## src/design/frustum_plane_extract_cull_unit_defines.svh

```systemverilog
// Assertion macros for the block that checks its own control logic.
// Each macro expects signals named clock and reset in the scope where it is used.
`ifndef FRUSTUM_PLANE_EXTRACT_CULL_UNIT_DEFINES_SVH
`define FRUSTUM_PLANE_EXTRACT_CULL_UNIT_DEFINES_SVH

// The consequent must hold in the same cycle as the antecedent.
`define FPEC_ASSERT_SAME(label, ante, cons, msg) \
   label: assert property (@(posedge clock) disable iff (reset) (ante) |-> (cons)) \
      else $error(msg);

// The consequent must hold in the cycle after the antecedent.
`define FPEC_ASSERT_NEXT(label, ante, cons, msg) \
   label: assert property (@(posedge clock) disable iff (reset) (ante) |=> (cons)) \
      else $error(msg);

`endif

```

## src/design/fpec_pkg.sv

```systemverilog
package fpec_pkg;

   // Operand width of the shared multiplier: 32-bit signed values and 32-bit
   // unsigned magnitudes both fit as 33-bit signed operands.
   localparam int MUL_W  = 33;
   localparam int PROD_W = 2 * MUL_W;
   localparam int ACC_W  = PROD_W + 2;

   localparam int QUEUE_DEPTH = 2;
   localparam int NUM_PLANES  = 6;

   localparam logic [1:0] CMD_VIEW  = 2'd0;
   localparam logic [1:0] CMD_PROJ  = 2'd1;
   localparam logic [1:0] CMD_BUILD = 2'd2;
   localparam logic [1:0] CMD_TEST  = 2'd3;

   typedef enum logic [3:0] {
      OP_VIEW  = 4'b0001,
      OP_PROJ  = 4'b0010,
      OP_BUILD = 4'b0100,
      OP_TEST  = 4'b1000
   } op_type;

   typedef struct packed {
      logic [1:0]         cmd;
      logic [3:0]         elem_index;
      logic signed [31:0] elem_value;
      logic signed [31:0] center_x;
      logic signed [31:0] center_y;
      logic signed [31:0] center_z;
      logic [30:0]        box_size;
      logic [30:0]        box_height;
   } req_type;

   typedef struct packed {
      logic       visible;
      logic [1:0] done_cmd;
   } rsp_type;

   typedef struct packed {
      op_type  op;
      req_type req;
   } job_type;

   // Planes in order right, left, bottom, top, far, near.
   localparam logic [1:0] PLANE_COL [NUM_PLANES] = '{2'd0, 2'd0, 2'd1, 2'd1, 2'd2, 2'd2};
   localparam logic       PLANE_NEG [NUM_PLANES] = '{1'b1, 1'b0, 1'b0, 1'b1, 1'b1, 1'b0};

   localparam logic signed [ACC_W-1:0] SAT_HI = {{(ACC_W-31){1'b0}}, {31{1'b1}}};
   localparam logic signed [ACC_W-1:0] SAT_LO = {{(ACC_W-31){1'b1}}, {31{1'b0}}};

   function automatic logic signed [31:0] sat32(input logic signed [ACC_W-1:0] v);
      logic signed [31:0] r;
      if (v > SAT_HI) begin
         r = 32'sh7FFF_FFFF;
      end else if (v < SAT_LO) begin
         r = 32'sh8000_0000;
      end else begin
         r = v[31:0];
      end
      return r;
   endfunction

endpackage

```

## src/design/fpec_front.sv

```systemverilog
module fpec_front (
   input  logic              clock,
   input  logic              reset,
   input  logic              in_valid,
   output logic              in_stall,
   input  fpec_pkg::req_type in_data,
   output logic              out_valid,
   output fpec_pkg::job_type out_job,
   input  logic              pop
);
   localparam int DEPTH = fpec_pkg::QUEUE_DEPTH;
   localparam int PTR_W = (DEPTH > 1) ? $clog2(DEPTH) : 1;
   localparam int CNT_W = $clog2(DEPTH + 1);

   fpec_pkg::job_type slot_ff [DEPTH];
   logic [PTR_W-1:0]  wr_ptr_ff, wr_ptr_in;
   logic [PTR_W-1:0]  rd_ptr_ff, rd_ptr_in;
   logic [CNT_W-1:0]  count_ff, count_in;
   fpec_pkg::op_type  op;
   logic              push;

   // Decode the command once on entry so the back end dispatches on one-hot codes.
   always_comb begin
      unique case (in_data.cmd)
         fpec_pkg::CMD_VIEW:  op = fpec_pkg::OP_VIEW;
         fpec_pkg::CMD_PROJ:  op = fpec_pkg::OP_PROJ;
         fpec_pkg::CMD_BUILD: op = fpec_pkg::OP_BUILD;
         fpec_pkg::CMD_TEST:  op = fpec_pkg::OP_TEST;
         default:             op = fpec_pkg::OP_TEST;
      endcase
   end

   assign in_stall  = (count_ff == CNT_W'(DEPTH));
   assign push      = in_valid && !in_stall;
   assign out_valid = (count_ff != '0);
   assign out_job   = slot_ff[rd_ptr_ff];

   always_comb begin
      wr_ptr_in = wr_ptr_ff;
      rd_ptr_in = rd_ptr_ff;
      count_in  = count_ff;
      if (push) begin
         wr_ptr_in = (wr_ptr_ff == PTR_W'(DEPTH - 1)) ? '0 : wr_ptr_ff + 1'b1;
      end
      if (pop) begin
         rd_ptr_in = (rd_ptr_ff == PTR_W'(DEPTH - 1)) ? '0 : rd_ptr_ff + 1'b1;
      end
      if (push && !pop) begin
         count_in = count_ff + 1'b1;
      end else if (pop && !push) begin
         count_in = count_ff - 1'b1;
      end
   end

   always_ff @(posedge clock) begin
      if (reset) begin
         wr_ptr_ff <= '0;
         rd_ptr_ff <= '0;
         count_ff  <= '0;
      end else begin
         wr_ptr_ff <= wr_ptr_in;
         rd_ptr_ff <= rd_ptr_in;
         count_ff  <= count_in;
      end
   end

   always_ff @(posedge clock) begin
      if (push) begin
         slot_ff[wr_ptr_ff] <= '{op: op, req: in_data};
      end
   end

endmodule

```

## config.mk

```make
export PLATFORM = sky130hd
export DESIGN_NAME = fpec_front
export DESIGN_NICKNAME = d
export VERILOG_FILES = /design/src/design/frustum_plane_extract_cull_unit_defines.svh /design/src/design/fpec_pkg.sv /design/src/design/fpec_front.sv
export SDC_FILE = /design/constraint.sdc
export NUM_CORES = 1
export LEC_CHECK = 0
export BUFFER_PORTS_ARGS = -buffer_cell sky130_fd_sc_hd__buf_2
export CAP_MARGIN = 15
export CELL_PAD_IN_SITES_DETAIL_PLACEMENT = 1
export CELL_PAD_IN_SITES_GLOBAL_PLACEMENT = 1
export CORE_ASPECT_RATIO = 0.6
export CORE_MARGIN = 2
export CORE_UTILIZATION = 44
export DETAILED_ROUTE_END_ITERATION = 7
export GPL_TIMING_DRIVEN = 0
export HOLD_SLACK_MARGIN = 0.05
export PLACE_DENSITY = 0.75
export SETUP_SLACK_MARGIN = 0.1
export SYNTH_ARGS = -nofsm -noshare
export SYNTH_HDL_FRONTEND = slang
export SYNTH_SLANG_ARGS = --single-unit
```

## constraint.sdc

```tcl
create_clock -name clock -period 9.6 [get_ports clock]
set_input_delay 1.92 -clock clock [delete_from_list [all_inputs] [get_ports clock]]
set_output_delay 1.92 -clock clock [all_outputs]
set_load 0.02 [all_outputs]
```

Word level (Yosys, flattened, before mapping)
Memory sizes are Yosys's and may differ from the RTL's. A register that Yosys moved wholly into a read port is not among the register bits.
Cells that the tools add are included.
{"block": "totals", "reg_bits": 4, "word_cells": 30, "inputBits": 200, "mem_count": 1, "out_inout_bits": 202, "ram_bits": 400}
{"block": "op_classes", "reduce_logical": 9, "eq_ne": 4, "n_mux": 9, "n_addsub": 4}
{"name": "slot_ff", "words": 2, "word_bits": 200, "read_ports": 1, "rd_clocked_by_memory_dff": 1, "write_ports": 1, "line_no": "fpec_front.sv:15", "text": "fpec_pkg::job_type slot_ff [DEPTH];"}
{"cell": "case mux 4 bit (4 select lines)", "n": 1}
{"cell": "== test 2 bit, second input constant", "n": 3}
{"cell": "2-to-1 mux 1 bit", "n": 6}
{"cell": "2-to-1 mux 2 bit", "n": 2}
{"cell": "nonzero test 2 bit", "n": 2}
{"cell": "logical AND 1 bit", "n": 3}
{"cell": "zero test 1 bit", "n": 3}
{"cell": "adder 1 bit, second input constant", "n": 2}
{"cell": "adder 2 x 1 -> 2 bit, second input constant", "n": 1}
{"cell": "== test 2 x 1 -> 1 bit, second input constant", "n": 1}
{"cell": "zero test 2 bit", "n": 1}
{"cell": "subtractor 2 x 1 -> 2 bit, second input constant", "n": 1}

Longest topological paths before layout
{"block": "depth", "ltp_word": 7, "depth_mapped": 6, "mapped_depth_nobuf": 6}

Least setup slack after synthesis
OpenSTA, ideal clock, no wires.
{"block": "synth_path", "path_type": "input-to-reg", "start": "input port in_valid", "end": "memory slot_ff[1][0] (netlist bit), enable pin", "setup_slack_ns": 2.348, "path_buffers": 0, "arrival_ns": 6.666, "path_stages": 3, "path_cell_list": "inv_1 nor2_1 and2_1"}
{"block": "synth_between", "elab_chain_len": 3}
{"item": "from (decl)", "line_no": "fpec_front.sv:4", "text": "input logic in_valid,"}
{"item": "logical AND 1 bit", "line_no": "fpec_front.sv:34", "text": "assign push = in_valid && !in_stall;"}
{"item": "2-to-1 mux 1 bit", "line_no": "fpec_front.sv:68", "text": "if (push) begin"}
{"item": "2-to-1 mux 1 bit (not written as such)", "line_no": "fpec_front.sv:69", "text": "slot_ff[wr_ptr_ff] <= '{op: op, req: in_data};"}
{"item": "to (decl)", "line_no": "fpec_front.sv:15"}
Every way passes these cells.

==> impl_metrics.py <==
metrics = {
    "detailed_routing": {
        "drt-vias-per-instance": 4.88,
        "drt_iter0_markers": 283,
        "remaining_drc_errors": 0,
        "dr_wl_met3_um": 3200,
        "dr.pass1.iters": 4,
        "top_layer_used": "met5",
        "drt_wl_total_um": 34100,
        "via_count": 7714,
        "avgRoutedWirePerCell_um": 21.6,
        "wl_met1_um": 12900,
        "detail-route-antenna-nets": 0,
        "wl_met2_um": 16900,
    },
    "clock_network": {
        "clock-sinks": 405,
        "htree_levels": 2,
        "cts_hold_buf": 0,
        "postCtsResizedCells": 0,
        "clkLatencyLatePin_ns": 0.52,
        "root_buffer": "clkbuf_16",
        "cts_tree": "built",
        "post-cts-setup-buffer-count": 0,
        "clockBufferDepth": 3,
        "clk_pin_slew_ns": 0.06,
        "numCtsBuffers": 38,
    },
    "critical_path": {
        "endpoint_kind": "output port",
        "cp.arrival_ns": 1.88,
        "worstSetupPathType": "reg2out",
        "critPathTopFamily": "buffers and inverters",
        "required_ns": 7.68,
        "reg2reg_depth": 4,
        "crit_cells": 4,
        "cp_num_buf_inv": 3,
        "cp_cell_sequence": "buf_6 -> buf_6 -> mux2_2 -> buf_2",
        "slowest_delay_ns": 0.41,
        "cp_common_cell": "buf_6",
        "crit_path_max_fanout": 10,
        "worst_setup_path_start_kind": "flop",
        "critPathSlowestCell": "dfxtp_1",
    },
    "place": {
        "dpl-instance-area_mm2": 0.0175,
        "dp_hpwl_um": 23700,
        "io_buffers": 401,
        "post-place-ws_ns": 5.86,
        "dp.cells": 1507,
        "place.gp.congestion": 0.761,
    },
    "layout": {
        "fin_util_pct": 57.0,
        "layoutNonFillerInstCount": 1580,
        "syn_to_final_growth_pct": 26.6,
        "design_area_mm2": 0.0187,
        "drive_gt1_share_pct": 60.8,
        "nets": 1298,
    },
    "logic_synthesis": {
        "synth.distinct_cells": 16,
        "synth-seq-area-share_pct": 82.1,
        "syn_inst": 651,
        "avgSynthCellArea_um2": 22.7,
        "synth_top_cell_by_area": "edfxtp_1",
        "yosysTopAreaCellShare_pct": 81.4,
        "synth-seq-cells": 405,
        "synth_area_mm2": 0.0148,
        "synth_fp_nets": 852,
        "synth.area.top_cells": "edfxtp_1 (81%), mux2_2 (15%), buf_6 (1.7%), dfxtp_1 (0.68%), nor2_1 (0.13%)",
        "yosysWarnings": 0,
    },
    "min_path": {
        "hold_depth": 2,
        "min-delay-path-class": "reg2reg",
    },
    "sta": {
        "setup_viol": 0,
        "min_period_ns": 3.80,
        "max_slew_margin_pct": 60.8,
        "period_share_pct": 39.6,
        "worstMarginPinSlew_ns": 0.588,
        "clock.fmax_mhz": 263,
        "finalMaxSlewViolations": 0,
        "hold_slack_ns": 0.508,
        "hold_viol_final": 0,
        "rsz0062_at_grt": "no",
        "worst_slack_ns": 5.80,
        "finClkSkew_ns": 0.0143,
        "setup-tns-final_ns": 0,
    },
    "global_route": {
        "grt_max_degree": 70,
        "grt_first_pass_wirelength_um": 50400,
        "grt_pass1_vias": 8453,
        "grt-ovfl-total": 0,
        "antenna_found_initial": 13,
        "grt_util_all_layers_pct": 19.1,
    },
    "floorplanning": {
        "dieArea_mm2": 0.0351,
        "die_x_um": 240,
        "die_h_um": 146,
        "start_util_pct": 45.1,
        "ioPinCount": 402,
        "coreArea_mm2": 0.0327,
        "fp-row-count": 51,
    },
    "power_and_ir_drop": {
        "power.leakage_nw": 6.96,
        "p_total_mw": 4.34,
        "power_density_mw_per_mm2": 232,
        "vdd_ir_drop_max_v": 0.000178,
    },
    "flow_run": {
        "drv_cap": 0,
    },
    "run_status": {
        "outcome": "finished clean",
    },
}
-- logic make-up after synthesis --
| family | after synthesis | share of synthesized area, % |
|---|---|---|
| buf+inv | 25 | 1.76 |
| fa+ha+maj | 1 | 0.0848 |
| mux | 200 | 15.3 |
| xor+xnor | 3 | 0.178 |
| compound gates | 4 | 0.136 |
| flops | 405 | 82.1 |
| simple gates | 13 | 0.483 |
-- area by class of cell --
type,count,area (µm²)
fillers,3038,14100
flip-flops and latches,405,12100
multi-input cells,221,2380
repair buffers,406,2140
clock buffers,47,1050
well taps,450,563
plain buffers,22,248
clock inverters,19,136
inverters,3,18.8
diodes,7,17.5
-- sequential cells by signal, indices dropped and copies added, names as in the netlist, named ones only --
signal     flops
rd_ptr_ff      1
count_ff       2
slot_ff      400
wr_ptr_ff      1
-- synthesized netlist by cell type --
library cell and instances:
xor2_1 2, or2_2 1, ha_1 1, or3_1 2
mux2_2 200, dfxtp_1 5, and2_1 2, nor2b_2 1
inv_1 3, xnor2_1 1, a21oi_1 2, edfxtp_1 400
o21ai_0 2, nor2_1 5, buf_6 22, nor2b_1 2
-- where the power goes --
| group | internal [mW] | switching (mW) | total (mW) | leakage [nW] |
|---|---|---|---|---|
| combinational | 0.266 | 0.436 | 0.702 | 2.60 |
| sequential | 2.15 | 0.0399 | 2.19 | 3.78 |
| clock | 0.827 | 0.621 | 1.45 | 0.582 |
| total | 3.24 | 1.10 | 4.34 | 6.96 |
-- worst paths after layout --
| kind | from | end | slack [ns] |
|---|---|---|---|
| worst max-delay path | flop | out_job[85] | 5.80 |
| worst min-delay path | count_ff[1] | count_ff[1] | 0.51 |
| worst max register to register | count_ff[0] | slot_ff[0][137] | 7.49 |
| worst min register to register | count_ff[1] | count_ff[1] | 0.51 |
-- routing by layer --
| metal | vias to the layer above | GRT usage, % |
|---|---|---|
| met2 | 283 | 32.5 |
| li1 | 3488 | - |
| met5 | - | 0 |
| met1 | 3857 | 21.9 |
| met4 | 10 | 6.46 |
| met3 | 76 | 7.78 |
-- layout by cell type, fill, tap and decap left out, drive strengths merged, types with 2 or more instances in the layout --
cell	instances
buf	428
edfxtp	400
mux2	200
clkbuf	47
clkinv	16
diode	7
nor2	5
dfxtp	5
nor2b	3
inv	3
or3	2
xor2	2
o21ai	2
a21oi	2
bufinv	2
and2	2
-- worst register-to-register path: stages (launching register included) --
cell	delay (ns)
dfxtp_1	0.41
nor2b_2	0.08
or3_1	0.41
inv_8	0.40
buf_16	0.36
No activity file was read; power rests on OpenSTA's default activity.
